<file path="src/sv/tta_pkg.sv">
// Shared types, constants and helpers of the triangle tangent accumulator.
`default_nettype none
package tta_pkg;

  localparam int VERTEX_COUNT = 1024;
  localparam int IDX_W        = 10;
  localparam int DATA_W       = 32;
  localparam int REQ_W        = 2;
  localparam int QUEUE_DEPTH  = 4;
  localparam int QPTR_W       = $clog2(QUEUE_DEPTH);

  localparam logic [REQ_W-1:0] REQ_LOAD = 2'd0;
  localparam logic [REQ_W-1:0] REQ_TRI  = 2'd1;
  localparam logic [REQ_W-1:0] REQ_READ = 2'd2;

  typedef enum logic [1:0] {
    CMD_LOAD,
    CMD_TRI,
    CMD_READ,
    CMD_ZERO
  } cmd_op_e;

  typedef struct packed {
    logic signed [DATA_W-1:0] px;
    logic signed [DATA_W-1:0] py;
    logic signed [DATA_W-1:0] pz;
    logic signed [DATA_W-1:0] u;
    logic signed [DATA_W-1:0] v;
  } vertex_t;

  typedef struct packed {
    logic                     flag;
    logic signed [DATA_W-1:0] tx;
    logic signed [DATA_W-1:0] ty;
    logic signed [DATA_W-1:0] tz;
    logic signed [DATA_W-1:0] bx;
    logic signed [DATA_W-1:0] by;
    logic signed [DATA_W-1:0] bz;
  } acc_t;

  typedef struct packed {
    cmd_op_e          op;
    logic [IDX_W-1:0] idx_a;
    logic [IDX_W-1:0] idx_b;
    logic [IDX_W-1:0] idx_c;
    vertex_t          vtx;
  } cmd_t;

  localparam logic signed [DATA_W-1:0] Q_MAX = {1'b0, {(DATA_W-1){1'b1}}};
  localparam logic signed [DATA_W-1:0] Q_MIN = {1'b1, {(DATA_W-1){1'b0}}};

  function automatic logic signed [DATA_W-1:0] sat_add(
    input logic signed [DATA_W-1:0] a,
    input logic signed [DATA_W-1:0] b
  );
    logic signed [DATA_W:0] s;
    s = {a[DATA_W-1], a} + {b[DATA_W-1], b};
    if (s[DATA_W] != s[DATA_W-1]) begin
      return s[DATA_W] ? Q_MIN : Q_MAX;
    end
    return s[DATA_W-1:0];
  endfunction

  function automatic logic signed [DATA_W-1:0] sat_sub(
    input logic signed [DATA_W-1:0] a,
    input logic signed [DATA_W-1:0] b
  );
    logic signed [DATA_W:0] s;
    s = {a[DATA_W-1], a} - {b[DATA_W-1], b};
    if (s[DATA_W] != s[DATA_W-1]) begin
      return s[DATA_W] ? Q_MIN : Q_MAX;
    end
    return s[DATA_W-1:0];
  endfunction

endpackage
`default_nettype wire

</file>
<file path="src/sv/tta_front.sv">
// Front end: accepts request transactions, classifies them and queues commands.
`default_nettype none
module tta_front (
  input  wire logic                         clk_i,
  input  wire logic                         rst_ni,
  input  wire logic                         push,
  output logic                              full,
  input  wire logic [tta_pkg::REQ_W-1:0]    req_type_i,
  input  wire logic [tta_pkg::IDX_W-1:0]    vertex_index_i,
  input  wire logic [tta_pkg::IDX_W-1:0]    corner_two_i,
  input  wire logic [tta_pkg::IDX_W-1:0]    corner_three_i,
  input  wire logic signed [tta_pkg::DATA_W-1:0] position_x_i,
  input  wire logic signed [tta_pkg::DATA_W-1:0] position_y_i,
  input  wire logic signed [tta_pkg::DATA_W-1:0] position_z_i,
  input  wire logic signed [tta_pkg::DATA_W-1:0] tex_u_i,
  input  wire logic signed [tta_pkg::DATA_W-1:0] tex_v_i,
  output tta_pkg::cmd_t                     cmd_o,
  output logic                              cmd_valid_o,
  input  wire logic                         cmd_pop_i
);

  tta_pkg::cmd_t                 queue_q [tta_pkg::QUEUE_DEPTH];
  logic [tta_pkg::QPTR_W-1:0]    wr_ptr_q, rd_ptr_q;
  logic [tta_pkg::QPTR_W:0]      count_q, count_d;
  tta_pkg::cmd_t                 cmd;
  logic                          keep, in_a, in_b, in_c, enq, deq;

  always_comb begin
    in_a = 32'(vertex_index_i) < tta_pkg::VERTEX_COUNT;
    in_b = 32'(corner_two_i) < tta_pkg::VERTEX_COUNT;
    in_c = 32'(corner_three_i) < tta_pkg::VERTEX_COUNT;
    cmd.idx_a  = vertex_index_i;
    cmd.idx_b  = corner_two_i;
    cmd.idx_c  = corner_three_i;
    cmd.vtx.px = position_x_i;
    cmd.vtx.py = position_y_i;
    cmd.vtx.pz = position_z_i;
    cmd.vtx.u  = tex_u_i;
    cmd.vtx.v  = tex_v_i;
    cmd.op     = tta_pkg::CMD_LOAD;
    keep       = 1'b0;
    case (req_type_i)
      tta_pkg::REQ_LOAD: begin
        cmd.op = tta_pkg::CMD_LOAD;
        keep   = in_a;
      end
      tta_pkg::REQ_TRI: begin
        cmd.op = tta_pkg::CMD_TRI;
        keep   = in_a && in_b && in_c;
      end
      tta_pkg::REQ_READ: begin
        cmd.op = in_a ? tta_pkg::CMD_READ : tta_pkg::CMD_ZERO;
        keep   = 1'b1;
      end
      default: begin
        keep = 1'b0;
      end
    endcase
  end

  assign full        = count_q == (tta_pkg::QPTR_W+1)'(tta_pkg::QUEUE_DEPTH);
  assign cmd_valid_o = count_q != '0;
  assign cmd_o       = queue_q[rd_ptr_q];
  assign enq         = push && !full && keep;
  assign deq         = cmd_pop_i && cmd_valid_o;

  always_comb begin
    count_d = count_q;
    if (enq && !deq) begin
      count_d = count_q + 1'b1;
    end else if (deq && !enq) begin
      count_d = count_q - 1'b1;
    end
  end

  always_ff @(posedge clk_i or negedge rst_ni) begin
    if (!rst_ni) begin
      wr_ptr_q <= '0;
      rd_ptr_q <= '0;
      count_q  <= '0;
    end else begin
      count_q <= count_d;
      if (enq) begin
        wr_ptr_q <= wr_ptr_q + 1'b1;
      end
      if (deq) begin
        rd_ptr_q <= rd_ptr_q + 1'b1;
      end
    end
  end

  always_ff @(posedge clk_i) begin
    if (enq) begin
      queue_q[wr_ptr_q] <= cmd;
    end
  end

endmodule
`default_nettype wire

</file>
<file path="config.mk">
export PLATFORM = sky130hd
export DESIGN_NAME = tta_front
export DESIGN_NICKNAME = d
export VERILOG_FILES = /design/src/sv/tta_pkg.sv /design/src/sv/tta_front.sv
export SDC_FILE = /design/constraint.sdc
export NUM_CORES = 1
export LEC_CHECK = 0
export ABC_AREA = 1
export BUFFER_PORTS_ARGS = -buffer_cell sky130_fd_sc_hd__buf_2
export CORE_ASPECT_RATIO = 0.75
export CORE_MARGIN = 2
export CORE_UTILIZATION = 45
export DETAILED_ROUTE_END_ITERATION = 10
export MAX_ROUTING_LAYER = met4
export SLEW_MARGIN = 15
export SYNTH_ARGS = -nofsm -noshare
export SYNTH_HDL_FRONTEND = slang
export SYNTH_SLANG_ARGS = --single-unit
</file>
<file path="constraint.sdc">
create_clock -name clk_i -period 11.6 [get_ports clk_i]
set_input_delay 0.58 -clock clk_i [delete_from_list [all_inputs] [get_ports clk_i]]
set_output_delay 0.58 -clock clk_i [all_outputs]
set_load 0.01 [all_outputs]
</file>
## Word level (Yosys, flattened, before mapping)

Memory sizes are Yosys's and may differ from the RTL's.
Cells that the tools add are included.

| cells by class | value |
|---|---|
| $add $sub $neg | 4 |
| equality and inequality tests | 3 |
| muxes and demuxes | 6 |
| reductions and logical operators | 12 |

Operators by type and width:

| operator | number |
|---|---|
| $mux 3 | 2 |
| $logic_and 1x1->1 | 5 |
| $add 2x1->2 const B | 2 |
| $pmux 2 s2 | 1 |
| $add 3x1->3 const B | 1 |
| $eq 3x3->1 const B | 1 |
| $logic_not 1->1 | 3 |
| $mux 1 | 3 |
| $reduce_bool 3->1 | 1 |
| $reduce_or 3->1 | 1 |
| $sub 3x1->3 const B | 1 |
| $eq 2x1->1 const B | 1 |
| $eq 2x2->1 const B | 1 |
| $logic_not 2->1 | 1 |
| $reduce_bool 2->1 | 1 |

| storage, ports and cells | value |
|---|---|
| bits in registers | 7 |
| memory bits (writable) | 768 |
| input port bits | 196 |
| output and inout bits | 194 |
| logic and storage cells | 29 |
| memories | 1 |

Memories:

| name | depth | bits a word | rd ports | clocked after memory_dff | wr ports | RTL line | RTL |
|---|---|---|---|---|---|---|---|
| queue_q | 4 | 192 | 1 | 0 | 1 | tta_front.sv:22 | `tta_pkg::cmd_t queue_q [tta_pkg::QUEUE_DEPTH];` |

## Depth between registers and ports, before layout

| depth | value |
|---|---|
| word-level depth | 8 |
| gate-level depth with buffers | 12 |
| gate-level depth less buffers | 12 |

## Least setup slack after synthesis

OpenSTA, ideal clock, no wires.

| path | value |
|---|---|
| path type | input to register |
| start | input push |
| end | memory queue_q[0][0] (netlist bit) (enable) |
| library setup time | 0.748 ns |
| data arrival time | 8.926 ns |
| data required time | 10.852 ns |
| setup slack | 1.926 ns |
| stages | 4 |
| path buffers | 0 |
| path through | inv_1 -> a21oi_1 -> nand2_1 -> nor2_1 |

| on the way | value |
|---|---|
| word-level cells in the longest chain between the ends | 4 |

Ends and longest elaborated chain:

| item | RTL line | RTL |
|---|---|---|
| start: declaration | tta_front.sv:6 | `input wire logic push,` |
| $logic_and 1x1->1 (2 in series) | tta_front.sv:64 | `assign enq = push && !full && keep;` |
| $mux 1 | tta_front.sv:93 | `if (enq) begin` |
| $mux 1 (implied by the code) | tta_front.sv:94 | `queue_q[wr_ptr_q] <= cmd;` |
| end: declaration | tta_front.sv:22 |  |

No other way between the ends.

==> flow_metrics.py <==
metrics = {
    "worst_setup_path": {
        "r2r-start": "count_q[0]",
        "crit_path_frequent_cell": "nand2_1",
        "regToRegEndpoint": "queue_q[0][94]",
        "start_kind": "register",
        "reg2reg_setup_slack_ps": 7970,
        "endpoint_kind": "output port",
        "worstSetupEndpoint": "cmd_o[56]",
        "cp.arrival_ps": 3720,
        "cp_slowest_cell": "buf_4",
        "critical_path_class": "reg2out",
        "cp_max_fo": 182,
        "path_cells": "inv_8 -> buf_6 -> buf_4 -> nand2_1 -> o211ai_1 -> nand2_1 -> buf_2",
        "crit_family": "buffers and inverters",
        "critPathLaunch": "rd_ptr_q[0]",
        "worst_ep_required_time_ps": 11020,
        "critical_path_depth": 7,
        "reg2reg_depth": 6,
        "worst-path-buf-inv": 4,
        "slowest_delay_ps": 740,
    },
    "place": {
        "port_buffers": 389,
        "pre_cts_ws_ps": 7460,
        "gp_congestion": 0.779,
        "hpwlAfterDp_um": 37100,
        "place_inst": 3483,
    },
    "floorplan": {
        "dieHeight_um": 231,
        "ios": 390,
        "initial_core_util_pct": 45.3,
        "die_x_um": 307,
        "rows": 83,
        "die_area_um2": 70800,
        "coreArea_um2": 68200,
    },
    "sta": {
        "period_needed_ps": 4300,
        "grt_setup_unrepaired": "no",
        "finalSetupViolCount": 0,
        "final_hold_viol_count": 0,
        "max_freq_mhz": 233,
        "tns_ps": 0,
        "fin_crit_sh_pct": 37.0,
        "slew_headroom_pct": 22.5,
        "fin_ws_ps": 7300,
        "tightest_slew_ps": 1160,
        "fin_skew_ps": 20.8,
        "drv_slew": 0,
    },
    "synthesis": {
        "synth_area_leaders": "edfxtp_1 (75%), o211ai_1 (9.3%), nand2_1 (7.2%), inv_1 (4.9%), buf_6 (1.6%)",
        "synthMostInstantiatedCell": "edfxtp_1",
        "synth-edff-count": 768,
        "synth.distinct_cells": 18,
        "synth_top_area_share_pct": 74.6,
        "synth_top_flop_cell": "edfxtp_1",
        "post_synth.cell_area_avg_um2": 13.4,
        "synthCells": 2307,
        "yosysTopAreaCell": "edfxtp_1",
        "yosysSeqAreaShare_pct": 75.2,
        "synthesis.nets": 2509,
        "async_reset_ff_share_pct": 0.903,
        "ys_ff_latch": 775,
        "yosys-top-cells-count": "edfxtp_1 (768), nand2_1 (593), inv_1 (403)",
        "ys_warn_count": 0,
        "netlist_area_um2": 30900,
    },
    "min_path": {
        "hp-class": "in2reg",
        "min_delay_path_depth": 1,
    },
    "global_routing": {
        "grt_pass1_vias": 17342,
        "antenna_found_initial": 18,
        "grt.overflow.total": 0,
        "grt_pass1_wl_um": 98600,
        "grt_max_degree": 261,
        "grtUsageTotal_pct": 18.6,
    },
    "route": {
        "post_drt_wl_per_cell_um": 17.7,
        "viasPerCell": 4.93,
        "drc": 0,
        "drt_wl_total_um": 64500,
        "wl_met2_um": 30800,
        "ant_nets": 0,
        "highest_layer": "met4",
        "met1_length_um": 28500,
        "drt_iter0_drc": 1182,
        "num_vias": 17974,
        "wl_met3_um": 4100,
        "drtPass1Iterations": 7,
    },
    "power": {
        "p_leak_nw": 14.3,
        "powerDensity_nw_per_um2": 248,
        "vdd_drop_max_mv": 0.222,
    },
    "cts": {
        "cts_sinks": 775,
        "cts_tree": "yes",
        "cts.clk_slew.worst_paths_ps": 60,
        "cts.path.max_buffers": 3,
        "h-tree-depth": 3,
        "clkLatencyLatePin_ps": 600,
        "root_buffer": "clkbuf_16",
        "post_cts_buffers": 0,
        "numCtsBuffers": 77,
    },
    "cells_and_area": {
        "fin_util_pct": 52.6,
        "area_delta_synth_final_pct": 16.0,
        "final_net_count": 2874,
        "drive_gt1_share_pct": 19.3,
        "multi_input_area_um2": 5300,
        "stdcell_count": 3644,
        "fillers": 5661,
        "regArea_um2": 23200,
    },
    "run_status": {
        "status": "finished clean",
    },
    "job": {
        "cap_viol_max_count": 0,
    },
}
layout make-up:
class,instances,share of cell area [%]
Sequential cell,775,64.8
Multi-Input combinational cell,1000,14.8
Timing Repair Buffer,414,6.06
Clock buffer,95,5.74
Inverter,404,4.26
Tap cell,892,3.11
Clock inverter,43,1.08
Antenna cell,21,0.147
cells by family after synthesis:
group | Yosys count | synth area share [%]
flops | 775 | 75.2
simple gates | 607 | 7.41
buf+inv | 532 | 7.77
compound gates | 386 | 9.36
fa+ha+maj | 6 | 0.267
xor+xnor | 1 | 0.0283
per-stage QoR:
| stage | cell area, um^2 | total power, mW | hold WS [ps] |
|---|---|---|---|
| final | 35900 | 8.91 | 189 |
| after global routing | 35800 | 9.46 | 154 |
| after CTS | 35800 | 9.04 | 141 |
| after detailed placement | 33300 | 6.61 | 446 |
| after global placement | 33300 | 6.55 | 444 |
| after floorplan | 30900 | 5.76 | 284 |
cell usage in the layout (no fill, tap or decap), types with 7 or more instances in the layout:
| cell type | n |
|---|---|
| buf_4 | 21 |
| nand2_1 | 593 |
| clkinv_2 | 10 |
| nand3_1 | 7 |
| clkinv_1 | 18 |
| clkbuf_1 | 14 |
| diode_2 | 21 |
| edfxtp_1 | 768 |
| o211ai_1 | 384 |
| inv_1 | 402 |
| buf_2 | 389 |
| clkbuf_16 | 79 |
how the worst min path moves through the flow:
stage	start	endpoint	slack (ps)
after global placement	rst_ni	rd_ptr_q[1]	440
after global routing	vertex_index_i[4]	queue_q[1][184]	150
after detailed placement	rst_ni	rd_ptr_q[1]	450
final	position_y_i[25]	queue_q[3][121]	190
after CTS	vertex_index_i[7]	queue_q[3][187]	140
after floorplan	rst_ni	count_q[0]	280
flip-flops by register name (all words and copies together) (netlist names):
signal,cells
count_q,3
wr_ptr_q,2
rd_ptr_q,2
queue_q,768
per-layer routing:
| layer | up-vias | GRT usage, % |
|---|---|---|
| met1 | 8646 | 24.2 |
| met3 | 87 | 4.58 |
| li1 | 8851 | - |
| met2 | 390 | 29.7 |
| met5 | - | - |
| met4 | 0 | 4.60 |
what timing repair did:
item | in CTS | in global routing
hold buffers | 1 | 0
resized for setup | 0 | 0
endpoints found under the hold margin | 7 | 0
power breakdown:
group,internal [mW],switching (mW),total (mW),leakage (nW)
combinational,0.894,1.93,2.82,6.02
sequential,3.54,0.143,3.68,7.09
clock,1.40,1.01,2.40,1.18
total,5.83,3.08,8.91,14.3
No activity file was read; power rests on OpenSTA's default activity.
